File: src/hdl/u16r_pkg.sv
package u16r_pkg;

   localparam int QUEUE_DEPTH = 64;
   localparam int FIFO_STD_DEPTH = 16;

   localparam logic [2:0] FUNC_READ = 3'd0;
   localparam logic [2:0] FUNC_WRITE = 3'd1;
   localparam logic [2:0] FUNC_LINE_BYTE = 3'd2;
   localparam logic [2:0] FUNC_TX_TICK = 3'd3;
   localparam logic [2:0] FUNC_CTS = 3'd4;

   localparam logic [2:0] REG_DATA = 3'd0;
   localparam logic [2:0] REG_IER = 3'd1;
   localparam logic [2:0] REG_IIR_FCR = 3'd2;
   localparam logic [2:0] REG_LCR = 3'd3;
   localparam logic [2:0] REG_MCR = 3'd4;
   localparam logic [2:0] REG_LSR = 3'd5;
   localparam logic [2:0] REG_MSR = 3'd6;
   localparam logic [2:0] REG_SCR = 3'd7;

   localparam logic [1:0] KIND_8250 = 2'd0;
   localparam logic [1:0] KIND_16550 = 2'd1;
   localparam logic [1:0] KIND_16750 = 2'd2;

   localparam logic [3:0] SRC_RDA = 4'h1;
   localparam logic [3:0] SRC_TDE = 4'h2;
   localparam logic [3:0] SRC_LS = 4'h4;
   localparam logic [3:0] SRC_MSC = 4'h8;

   typedef struct packed {
      logic [2:0] func;
      logic [2:0] reg_offset;
      logic [7:0] write_data;
      logic [7:0] rx_byte;
      logic       cts_level;
   } req_item_type;

   typedef struct packed {
      logic [7:0] read_data;
      logic       tx_valid;
      logic [7:0] tx_byte;
      logic       irq_line;
      logic       dtr_out;
      logic       rts_out;
   } rsp_item_type;

   typedef struct packed {
      logic       push;
      logic       pop;
      logic       clear;
      logic [7:0] wdata;
   } fifo_ctl_type;

   function automatic logic [3:0] trig_level(input logic [1:0] sel);
      logic [3:0] t;
      unique case (sel)
         2'd0: t = 4'd1;
         2'd1: t = 4'd4;
         2'd2: t = 4'd8;
         default: t = 4'd14;
      endcase
      return t;
   endfunction

   function automatic logic [3:0] src_of_type(input logic [1:0] ty);
      logic [3:0] s;
      unique case (ty)
         2'd0: s = SRC_MSC;
         2'd1: s = SRC_TDE;
         2'd2: s = SRC_RDA;
         default: s = SRC_LS;
      endcase
      return s;
   endfunction

   function automatic logic [7:0] upd_iir(input logic [7:0] iir, input logic [3:0] pend,
                                          input logic [3:0] ier);
      logic [3:0] act;
      logic [7:0] r;
      act = pend & ier;
      r = {iir[7:3], 3'b000};
      priority if (act[2]) r[2:1] = 2'd3;
      else if (act[0]) r[2:1] = 2'd2;
      else if (act[1]) r[2:1] = 2'd1;
      else if (act[3]) r[2:1] = 2'd0;
      else r = iir | 8'h01;
      return r;
   endfunction

endpackage

File: src/hdl/u16r_fifo.sv
module u16r_fifo #(
   parameter int QD = u16r_pkg::QUEUE_DEPTH,
   localparam int CW = $clog2(QD + 1),
   localparam int PW = $clog2(QD)
) (
   input  logic                   clock,
   input  logic                   reset,
   input  u16r_pkg::fifo_ctl_type ctl,
   input  logic [CW-1:0]          limit,
   output logic [CW-1:0]          count,
   output logic [7:0]             head
);

   logic [7:0]    mem [QD];
   logic [PW-1:0] head_ptr_ff, head_ptr_in;
   logic [PW-1:0] tail_ptr_ff, tail_ptr_in;
   logic [CW-1:0] count_ff, count_in;
   logic [7:0]    head_data_ff, head_data_in;
   logic [7:0]    next_data_ff;
   logic [PW-1:0] rd_addr;
   logic          do_push, do_pop;

   function automatic logic [PW-1:0] inc(input logic [PW-1:0] p);
      return (p == PW'(QD - 1)) ? '0 : p + PW'(1);
   endfunction

   always_comb begin
      do_push = ctl.push && (count_ff < limit);
      do_pop = ctl.pop && (count_ff != '0);
      head_ptr_in = do_pop ? inc(head_ptr_ff) : head_ptr_ff;
      priority if (ctl.clear) tail_ptr_in = head_ptr_ff;
      else if (do_push) tail_ptr_in = inc(tail_ptr_ff);
      else tail_ptr_in = tail_ptr_ff;
      priority if (ctl.clear) count_in = '0;
      else if (do_push) count_in = count_ff + CW'(1);
      else if (do_pop) count_in = count_ff - CW'(1);
      else count_in = count_ff;
      priority if (do_push && count_ff == '0) head_data_in = ctl.wdata;
      else if (do_pop) head_data_in = next_data_ff;
      else head_data_in = head_data_ff;
      rd_addr = inc(head_ptr_in);
   end

   always_ff @(posedge clock) begin
      if (reset) begin
         head_ptr_ff <= '0;
         tail_ptr_ff <= '0;
         count_ff <= '0;
      end else begin
         head_ptr_ff <= head_ptr_in;
         tail_ptr_ff <= tail_ptr_in;
         count_ff <= count_in;
      end
   end

   always_ff @(posedge clock) begin
      if (do_push) begin
         mem[tail_ptr_ff] <= ctl.wdata;
      end
      if (do_push && tail_ptr_ff == rd_addr) begin
         next_data_ff <= ctl.wdata;
      end else begin
         next_data_ff <= mem[rd_addr];
      end
      head_data_ff <= head_data_in;
   end

   assign count = count_ff;
   assign head = head_data_ff;

`ifndef SYNTH
   a_count_bound: assert property (@(posedge clock) disable iff (reset)
      count_ff <= CW'(QD)) else $error("fifo count beyond depth");
   a_no_push_pop: assert property (@(posedge clock) disable iff (reset)
      !(ctl.push && ctl.pop)) else $error("push and pop in one cycle");
   a_clear_empties: assert property (@(posedge clock) disable iff (reset)
      ctl.clear |=> count_ff == '0) else $error("clear left entries");
`endif

endmodule

File: src/hdl/u16r_core.sv
module u16r_core #(
   parameter int QD = u16r_pkg::QUEUE_DEPTH,
   localparam int CW = $clog2(QD + 1)
) (
   input  logic                   clock,
   input  logic                   reset,
   input  logic                   csr_wr_en,
   input  logic [1:0]             csr_wr_data,
   input  logic                   fire,
   input  u16r_pkg::req_item_type item,
   input  logic [CW-1:0]          rx_count,
   input  logic [7:0]             rx_head,
   input  logic [CW-1:0]          tx_count,
   input  logic [7:0]             tx_head,
   output logic [CW-1:0]          limit,
   output u16r_pkg::fifo_ctl_type rx_ctl,
   output u16r_pkg::fifo_ctl_type tx_ctl,
   output u16r_pkg::rsp_item_type result
);

   logic [1:0]  kind_ff;
   logic [15:0] dl_ff, dl_in;
   logic [3:0]  ier_ff, ier_in;
   logic [7:0]  lcr_ff, lcr_in;
   logic [7:0]  mcr_ff, mcr_in;
   logic [7:0]  lsr_ff, lsr_in;
   logic [7:0]  msr_ff, msr_in;
   logic [7:0]  scr_ff, scr_in;
   logic [3:0]  pend_ff, pend_in;
   logic [7:0]  iir_ff, iir_in;
   logic [7:0]  thr_ff, thr_in;
   logic [7:0]  rbr_ff, rbr_in;
   logic [3:0]  trig_ff, trig_in;

   always_comb begin
      logic          fifo_on, dlab, loopback, en, clr_rx, clr_tx, rcv;
      logic [7:0]    v, data, rcv_byte, lp;
      logic [CW-1:0] waiting, rxc, txc;
      logic [CW-1:0] small_lim;
      small_lim = (QD < u16r_pkg::FIFO_STD_DEPTH) ? CW'(QD) : CW'(u16r_pkg::FIFO_STD_DEPTH);
      limit = iir_ff[5] ? CW'(QD) : small_lim;
      fifo_on = iir_ff[7];
      dlab = lcr_ff[7];
      loopback = mcr_ff[4];
      dl_in = dl_ff; ier_in = ier_ff; lcr_in = lcr_ff; mcr_in = mcr_ff;
      lsr_in = lsr_ff; msr_in = msr_ff; scr_in = scr_ff; pend_in = pend_ff;
      iir_in = iir_ff; thr_in = thr_ff; rbr_in = rbr_ff; trig_in = trig_ff;
      rx_ctl = '0; tx_ctl = '0;
      result = '0;
      rcv = 1'b0; rcv_byte = 8'h00;
      v = 8'h00; data = 8'h00; waiting = '0;
      en = 1'b0; clr_rx = 1'b0; clr_tx = 1'b0; lp = 8'h00;
      rxc = rx_count; txc = tx_count;
      unique case (item.func)
         u16r_pkg::FUNC_READ: begin
            if (dlab && (item.reg_offset == u16r_pkg::REG_DATA
                         || item.reg_offset == u16r_pkg::REG_IER)) begin
               v = (item.reg_offset == u16r_pkg::REG_DATA) ? dl_ff[7:0] : dl_ff[15:8];
            end else begin
               unique case (item.reg_offset)
                  u16r_pkg::REG_DATA: begin
                     if (fifo_on) begin
                        if (rx_count != '0) begin
                           v = rx_head;
                           rx_ctl.pop = 1'b1;
                           waiting = rx_count - CW'(1);
                        end
                     end else begin
                        v = rbr_ff;
                        rbr_in = 8'h00;
                     end
                     lsr_in[0] = (waiting != '0);
                     if (waiting < CW'(trig_ff) && pend_ff[0]) begin
                        pend_in = pend_ff & ~u16r_pkg::SRC_RDA;
                        iir_in = u16r_pkg::upd_iir(iir_ff, pend_in, ier_ff);
                     end
                  end
                  u16r_pkg::REG_IER: v = {4'h0, ier_ff};
                  u16r_pkg::REG_IIR_FCR: begin
                     v = iir_ff;
                     pend_in = pend_ff & ~u16r_pkg::src_of_type(iir_ff[2:1]);
                     iir_in = u16r_pkg::upd_iir(iir_ff, pend_in, ier_ff);
                  end
                  u16r_pkg::REG_LCR: v = lcr_ff;
                  u16r_pkg::REG_MCR: v = mcr_ff;
                  u16r_pkg::REG_LSR: v = lsr_ff;
                  u16r_pkg::REG_MSR: begin
                     if (!loopback) begin
                        v = msr_ff;
                        msr_in = msr_ff & 8'hF4;
                     end else begin
                        lp = {mcr_ff[3], mcr_ff[2], mcr_ff[0], mcr_ff[1], 4'h0};
                        v = lp | {4'h0, msr_ff[7:4] ^ lp[7:4]};
                     end
                  end
                  default: v = (kind_ff != u16r_pkg::KIND_8250) ? scr_ff : 8'h00;
               endcase
            end
            result.read_data = v;
         end
         u16r_pkg::FUNC_WRITE: begin
            if (dlab && (item.reg_offset == u16r_pkg::REG_DATA
                         || item.reg_offset == u16r_pkg::REG_IER)) begin
               if (item.reg_offset == u16r_pkg::REG_DATA) dl_in[7:0] = item.write_data;
               else dl_in[15:8] = item.write_data;
            end else begin
               unique case (item.reg_offset)
                  u16r_pkg::REG_DATA: begin
                     if (fifo_on) begin
                        tx_ctl.push = 1'b1;
                        tx_ctl.wdata = item.write_data;
                        waiting = (tx_count < limit) ? tx_count + CW'(1) : tx_count;
                     end else begin
                        thr_in = item.write_data;
                        waiting = CW'(1);
                     end
                     lsr_in = lsr_ff & 8'h9F;
                     if (waiting > CW'(trig_ff) && pend_ff[1]) begin
                        pend_in = pend_ff & ~u16r_pkg::SRC_TDE;
                        iir_in = u16r_pkg::upd_iir(iir_ff, pend_in, ier_ff);
                     end
                  end
                  u16r_pkg::REG_IER: begin
                     ier_in = item.write_data[3:0];
                     if (lsr_ff[5]) pend_in = pend_ff | u16r_pkg::SRC_TDE;
                     iir_in = u16r_pkg::upd_iir(iir_ff, pend_in, ier_in);
                  end
                  u16r_pkg::REG_IIR_FCR: begin
                     if (kind_ff != u16r_pkg::KIND_8250) begin
                        en = item.write_data[0];
                        clr_rx = item.write_data[1];
                        clr_tx = item.write_data[2];
                        if (en != fifo_on) begin
                           clr_rx = 1'b1;
                           clr_tx = 1'b1;
                           iir_in = iir_ff & 8'h1F;
                           if (en) iir_in = iir_in | 8'hC0;
                           if (kind_ff >= u16r_pkg::KIND_16750 && item.write_data[5])
                              iir_in = iir_in | 8'h20;
                        end
                        rx_ctl.clear = clr_rx;
                        tx_ctl.clear = clr_tx;
                        if (clr_rx) rxc = '0;
                        if (clr_tx) txc = '0;
                        trig_in = en ? u16r_pkg::trig_level(item.write_data[7:6]) : 4'd1;
                        pend_in[0] = (rxc >= CW'(trig_in));
                        pend_in[1] = (txc <= CW'(trig_in));
                        iir_in = u16r_pkg::upd_iir(iir_in, pend_in, ier_ff);
                     end
                  end
                  u16r_pkg::REG_LCR: lcr_in = item.write_data;
                  u16r_pkg::REG_MCR: mcr_in = item.write_data;
                  u16r_pkg::REG_SCR: begin
                     if (kind_ff != u16r_pkg::KIND_8250) scr_in = item.write_data;
                  end
                  default: ;
               endcase
            end
         end
         u16r_pkg::FUNC_LINE_BYTE: begin
            if (!loopback) begin
               rcv = 1'b1;
               rcv_byte = item.rx_byte;
            end
         end
         u16r_pkg::FUNC_TX_TICK: begin
            if (!lsr_ff[5]) begin
               if (fifo_on) begin
                  if (tx_count != '0) begin
                     data = tx_head;
                     tx_ctl.pop = 1'b1;
                     waiting = tx_count - CW'(1);
                  end
               end else begin
                  data = thr_ff;
               end
               if (!loopback) begin
                  result.tx_valid = 1'b1;
                  result.tx_byte = data;
               end
               lsr_in[6:5] = (waiting == '0) ? 2'b11 : 2'b00;
               if (waiting <= CW'(trig_ff)) begin
                  pend_in = pend_ff | u16r_pkg::SRC_TDE;
                  iir_in = u16r_pkg::upd_iir(iir_ff, pend_in, ier_ff);
               end
               if (loopback) begin
                  rcv = 1'b1;
                  rcv_byte = data;
               end
            end
         end
         u16r_pkg::FUNC_CTS: begin
            if (msr_ff[4] != item.cts_level) msr_in = (msr_ff ^ 8'h10) | 8'h01;
         end
         default: ;
      endcase
      if (rcv) begin
         if (fifo_on) begin
            rx_ctl.push = 1'b1;
            rx_ctl.wdata = rcv_byte;
            waiting = (rx_count < limit) ? rx_count + CW'(1) : rx_count;
         end else begin
            rbr_in = rcv_byte;
            waiting = CW'(1);
         end
         lsr_in[0] = 1'b1;
         if (waiting >= CW'(trig_ff)) begin
            pend_in = pend_in | u16r_pkg::SRC_RDA;
            iir_in = u16r_pkg::upd_iir(iir_in, pend_in, ier_ff);
         end
      end
      if (!fire) begin
         rx_ctl = '0;
         tx_ctl = '0;
      end
      result.irq_line = |(pend_in & ier_in);
      result.dtr_out = mcr_in[0];
      result.rts_out = mcr_in[1];
   end

   always_ff @(posedge clock) begin
      if (reset) begin
         kind_ff <= u16r_pkg::KIND_16550;
         ier_ff <= '0;
         lcr_ff <= '0;
         mcr_ff <= '0;
         lsr_ff <= 8'h60;
         msr_ff <= '0;
         scr_ff <= '0;
         pend_ff <= u16r_pkg::SRC_TDE;
         iir_ff <= '0;
         thr_ff <= '0;
         rbr_ff <= '0;
         trig_ff <= 4'd1;
      end else begin
         if (csr_wr_en) kind_ff <= csr_wr_data;
         if (fire) begin
            ier_ff <= ier_in;
            lcr_ff <= lcr_in;
            mcr_ff <= mcr_in;
            lsr_ff <= lsr_in;
            msr_ff <= msr_in;
            scr_ff <= scr_in;
            pend_ff <= pend_in;
            iir_ff <= iir_in;
            thr_ff <= thr_in;
            rbr_ff <= rbr_in;
            trig_ff <= trig_in;
         end
      end
   end

   always_ff @(posedge clock) begin
      if (fire) dl_ff <= dl_in;
   end

endmodule

File: src/hdl/uart_16550_register_model_top.sv
// path: req word into stage register, rsp word into output register
// throughput: one word per cycle unless rsp_ready stalls, set by the
// combinational register update and the fifo head prefetch register
// reset: synchronous active high; clears control registers, fifo counts and
// pointers; fifo storage and divisor latch are not cleared
module uart_16550_register_model_top #(
   parameter int QUEUE_DEPTH = u16r_pkg::QUEUE_DEPTH
) (
   input  logic       clock,
   input  logic       reset,
   input  logic       csr_wr_en,
   input  logic [1:0] csr_wr_data,
   input  logic       req_valid,
   output logic       req_ready,
   input  logic [2:0] req_func,
   input  logic [2:0] req_reg_offset,
   input  logic [7:0] req_write_data,
   input  logic [7:0] req_rx_byte,
   input  logic       req_cts_level,
   output logic       rsp_valid,
   input  logic       rsp_ready,
   output logic [7:0] rsp_read_data,
   output logic       rsp_tx_valid,
   output logic [7:0] rsp_tx_byte,
   output logic       rsp_irq_line,
   output logic       rsp_dtr_out,
   output logic       rsp_rts_out
);

   localparam int CW = $clog2(QUEUE_DEPTH + 1);

   logic                   stg_valid_ff, stg_valid_in;
   u16r_pkg::req_item_type stg_item_ff;
   logic                   out_valid_ff, out_valid_in;
   u16r_pkg::rsp_item_type out_item_ff, result;
   logic                   advance, fire, take;
   logic [CW-1:0]          limit, rx_count, tx_count;
   logic [7:0]             rx_head, tx_head;
   u16r_pkg::fifo_ctl_type rx_ctl, tx_ctl;

   assign advance = !out_valid_ff || rsp_ready;
   assign fire = stg_valid_ff && advance;
   assign req_ready = !stg_valid_ff || advance;
   assign take = req_valid && req_ready;

   always_comb begin
      stg_valid_in = take ? 1'b1 : (fire ? 1'b0 : stg_valid_ff);
      out_valid_in = advance ? stg_valid_ff : out_valid_ff;
   end

   always_ff @(posedge clock) begin
      if (reset) begin
         stg_valid_ff <= 1'b0;
         out_valid_ff <= 1'b0;
      end else begin
         stg_valid_ff <= stg_valid_in;
         out_valid_ff <= out_valid_in;
      end
   end

   always_ff @(posedge clock) begin
      if (take) begin
         stg_item_ff <= '{func: req_func, reg_offset: req_reg_offset,
                          write_data: req_write_data, rx_byte: req_rx_byte,
                          cts_level: req_cts_level};
      end
      if (fire) out_item_ff <= result;
   end

   u16r_core #(.QD(QUEUE_DEPTH)) u_core (
      .clock(clock), .reset(reset),
      .csr_wr_en(csr_wr_en), .csr_wr_data(csr_wr_data),
      .fire(fire), .item(stg_item_ff),
      .rx_count(rx_count), .rx_head(rx_head),
      .tx_count(tx_count), .tx_head(tx_head),
      .limit(limit), .rx_ctl(rx_ctl), .tx_ctl(tx_ctl), .result(result)
   );

   u16r_fifo #(.QD(QUEUE_DEPTH)) u_rx_fifo (
      .clock(clock), .reset(reset), .ctl(rx_ctl), .limit(limit),
      .count(rx_count), .head(rx_head)
   );

   u16r_fifo #(.QD(QUEUE_DEPTH)) u_tx_fifo (
      .clock(clock), .reset(reset), .ctl(tx_ctl), .limit(limit),
      .count(tx_count), .head(tx_head)
   );

   assign rsp_valid = out_valid_ff;
   assign rsp_read_data = out_item_ff.read_data;
   assign rsp_tx_valid = out_item_ff.tx_valid;
   assign rsp_tx_byte = out_item_ff.tx_byte;
   assign rsp_irq_line = out_item_ff.irq_line;
   assign rsp_dtr_out = out_item_ff.dtr_out;
   assign rsp_rts_out = out_item_ff.rts_out;

endmodule
File: config.mk
export PLATFORM = sky130hd
export DESIGN_NAME = uart_16550_register_model_top
export DESIGN_NICKNAME = d
export VERILOG_FILES = /design/src/hdl/u16r_pkg.sv /design/src/hdl/u16r_fifo.sv /design/src/hdl/u16r_core.sv /design/src/hdl/uart_16550_register_model_top.sv
export SDC_FILE = /design/constraint.sdc
export NUM_CORES = 1
export LEC_CHECK = 0
export BUFFER_PORTS_ARGS = -buffer_cell sky130_fd_sc_hd__buf_2
export CORE_MARGIN = 5
export CORE_UTILIZATION = 58
export DETAILED_ROUTE_END_ITERATION = 8
export PLACE_DENSITY = 0.74
export SLEW_MARGIN = 20
export SYNTH_ARGS = -nofsm -noshare
export SYNTH_HDL_FRONTEND = slang
export SYNTH_HIERARCHICAL = 1
export SYNTH_SLANG_ARGS = --single-unit
File: constraint.sdc
create_clock -name clock -period 9.94 [get_ports clock]
set_clock_uncertainty 0.05 [all_clocks]
set_input_delay 1.988 -clock clock [delete_from_list [all_inputs] [get_ports clock]]
set_output_delay 1.988 -clock clock [all_outputs]
set_load 0.05 [all_outputs]
==> results by group <==
Routing
  • 1st-iter DRT viols: 4,361
  • Drt total wl: 136 mm
  • Number of iterations in the first detailed-routing pass: 6
  • Antenna viol nets, final: 0
  • Via Count: 31.5k
  • DR WL/cell: 29.4 µm
  • DRC: 0
  • Vias per cell: 6.83

CTS
  • PostCTS Resize Cnt: 0
  • Clk sinks: 1,215
  • Postcts setup bufs: 0
  • Worst-skew pair later-pin latency: 720 ps
  • Hold buffer count at CTS: 0
  • TritonCTS Buffers: 117
  • CTS tree: done
  • Clock-pin slew on the worst setup and hold paths: 60 ps
  • Clock Tree Root: clkbuf_16
  • Max Buffers Root-to-Sink: 3
  • H-tree depth: 3

Finish
  • Fillers: 6,002
  • Most common cell after layout, fill and taps aside: edfxtp_1
  • Layout cells sized above 1: 0.163
  • Syn-to-layout area delta: 9.96%
  • FF/Latch Area: 0.0353 mm²
  • Design Area, Final: 0.0568 mm²
  • Nets: 3,436
  • Post-route core utilization: 0.643
  • Most frequent cells in the layout: edfxtp_1, nor2_1, mux4_2
  • Area of the multi-input gates: 0.0153 mm²

Floorplan
  • Die X: 309 µm
  • Starting Density: 0.585
  • # IOs: 52
  • Cell Rows: 109
  • Total core area: 0.0884 mm²
  • Die height: 309 µm
  • Die ar.: 0.0952 mm²

Timing
  • Final hold violation count: 0
  • Setup TNS: 0 ps
  • Worst-Margin Slew: 1090 ps
  • Max-slew violations: 0
  • Rel. slew slack: 0.268
  • Final setup violation count: 0
  • Tmin final: 5770 ps
  • Final period utilization: 0.581
  • Peak Freq: 173 MHz
  • Hold_ws: 441 ps
  • Unrepaired setup endpoints after global routing: false

Global route
  • First-pass GRT wire length: 201 mm
  • Grt total ovfl: 0
  • Gr usage total: 0.282
  • Number of global-route vias before repair: 30.6k
  • Initial antenna violation count: 3
  • Largest net degree at the start of global routing: 71

Critical path
  • Req. time, crit path: 10,200 ps
  • Worst path arrival time: 6040 ps
  • Max incr delay on CP: 910 ps
  • Critical-path cell list: buf_2, nand2b_1, and2_2, nand2_1, nor4_1, buf_4, nor2b_1, o21ai_0, a21o_1, inv_2, nand4b_1, nor2_1
  • CP Max Fanout: 14
  • Slowest cell on the critical path: nor2_1
  • CP Launch Type: primary input
  • Crit path capture type: flip-flop
  • Setup CP Type: in -> reg

Power and ir drop
  • LEAKAGE: 20.4 nW
  • Max VDD drop: 0.000212 V
  • PwrDens: 179 mW/mm²

Synth
  • Synth warn: 6
  • Seq/Total Area, Yosys: 0.684
  • Post-synth EDFFs: 1,099
  • Top FF cell, synth: edfxtp_1
  • Post-Syn Instances: 3,319
  • Average cell area after synthesis: 15.6 µm²
  • Number of library cell types mapped by synthesis: 101
  • Register bit total from synthesis: 1,215
  • Syn Std Cell Area: 0.0517 mm²
  • FFs w/ async S/R, synth: 0

Placed design
  • Gpl congestion: 0.986
  • Area after DPL: 0.0529 mm²
  • Port-buffer cells: 51
  • DP Wirelength: 83.8 mm

Run status
  • Status: finished clean

Min path
  • Hold Path Class: reg -> reg

Flow run
  • # Max-Cap Violations: 0
==> stage by stage <==
stage | cells | setup slack (ps) | power (mW)
5_1_grt | 4610 | 4030 | 10.5
6_report | 4611 | 4170 | 10.2
3_3_place_gp | 4392 | 3850 | 5.73
3_5_place_dp | 4392 | 3660 | 5.73
2_1_floorplan | 3323 | 4170 | 5.69
4_1_cts | 4610 | 4400 | 10.2
==> logic make-up (layout without fill, tap and decap cells) <==
| family | after synthesis | after routing | synth area share |
|---|---|---|---|
| AOI/OAI and AO/OA | 487 | 487 | 0.0636 |
| xor gates and xnor gates | 30 | 30 | 0.00508 |
| adders and majority gates | 60 | 60 | 0.0148 |
| buffers and inverters | 239 | 361 | 0.0223 |
| DFF | 1215 | 1215 | 0.684 |
| muxes | 391 | 391 | 0.128 |
| other | 1 | 6 | 0.0000726 |
| and+or+nand+nor | 896 | 896 | 0.0825 |
==> cell usage after synthesis (all sizes together), types with 16 or more instances <==
| master | count | area share |
|---|---|---|
| nor2 | 341 | 0.025 |
| nand2 | 213 | 0.016 |
| o21ai | 71 | 0.0069 |
| and3 | 16 | 0.0019 |
| inv | 53 | 0.0038 |
| and2 | 31 | 0.0038 |
| a31oi | 28 | 0.0034 |
| mux2 | 20 | 0.0044 |
| a211oi | 28 | 0.0044 |
| mux2i | 157 | 0.030 |
| nor2b | 36 | 0.0044 |
| ha | 58 | 0.014 |
| nand2b | 18 | 0.0022 |
| nand3 | 79 | 0.0077 |
| a21o | 16 | 0.0023 |
| mux4 | 214 | 0.093 |
| nor4 | 17 | 0.0023 |
| dfxtp | 116 | 0.045 |
| clkbuf | 72 | 0.0052 |
| nand4 | 20 | 0.0024 |
| o22ai | 20 | 0.0025 |
| xnor2 | 18 | 0.0031 |
| nor3 | 46 | 0.0046 |
| a21oi | 130 | 0.013 |
| or3 | 17 | 0.0021 |
| o211ai | 18 | 0.0026 |
| buf | 111 | 0.013 |
| edfxtp | 1099 | 0.64 |
| a22oi | 75 | 0.011 |
==> state kept, by name, indices dropped and copies added (netlist names), 16 cells and up, named ones only <==
register	cells
u_rx_fifo/mem	512
stg_item_ff	23
u_core/dl_ff	16
u_tx_fifo/mem	512
==> per-layer routing <==
metal	vias up	share of wire	global-route usage
met4	2	0.041	0.104
li1	13100	-	-
met2	2208	0.47	0.446
met1	15800	0.38	0.392
met3	369	0.11	0.0623
met5	-	0.000096	0
==> worst paths after layout <==
kind | start | cells past startpoint | slack, ps | endpoint
min reg2reg | u_core/thr_ff[5]$_SDFFE_PP0P_ | 2 | 440 | u_core/thr_ff[5]$_SDFFE_PP0P_
max | rsp_ready | 12 | 4170 | u_tx_fifo/mem[45][6]$_DFFE_PP_
max reg2reg | u_core/iir_ff[6]$_SDFFE_PP0P_ | 9 | 4510 | u_tx_fifo/mem[45][6]$_DFFE_PP_
min | u_core/thr_ff[5]$_SDFFE_PP0P_ | 2 | 440 | u_core/thr_ff[5]$_SDFFE_PP0P_
==> power breakdown <==
group | internal (mW) | switching (mW)
Sequential | 5.50 | 0.0133
Clock | 2.64 | 1.92
Combinational | 0.0313 | 0.0849
==> critical path: cells and delay by family <==
family,cells,cell delay (ps)
AO/OA/AOI/OAI,2,440
buffers and inverters,3,600
AND/OR/NAND/NOR,7,2990
==> layout make-up <==
| cell class | instances | area share |
|---|---|---|
| multi-input combinational | 1869 | 0.269 |
| clock buffer | 149 | 0.0547 |
| tap | 1165 | 0.0257 |
| clock inverter | 69 | 0.0152 |
| timing repair buffer | 87 | 0.00925 |
| sequential | 1215 | 0.622 |
| inverter | 56 | 0.00370 |
| antenna | 1 | 0.0000440 |
(Power assumes the default switching activity.)
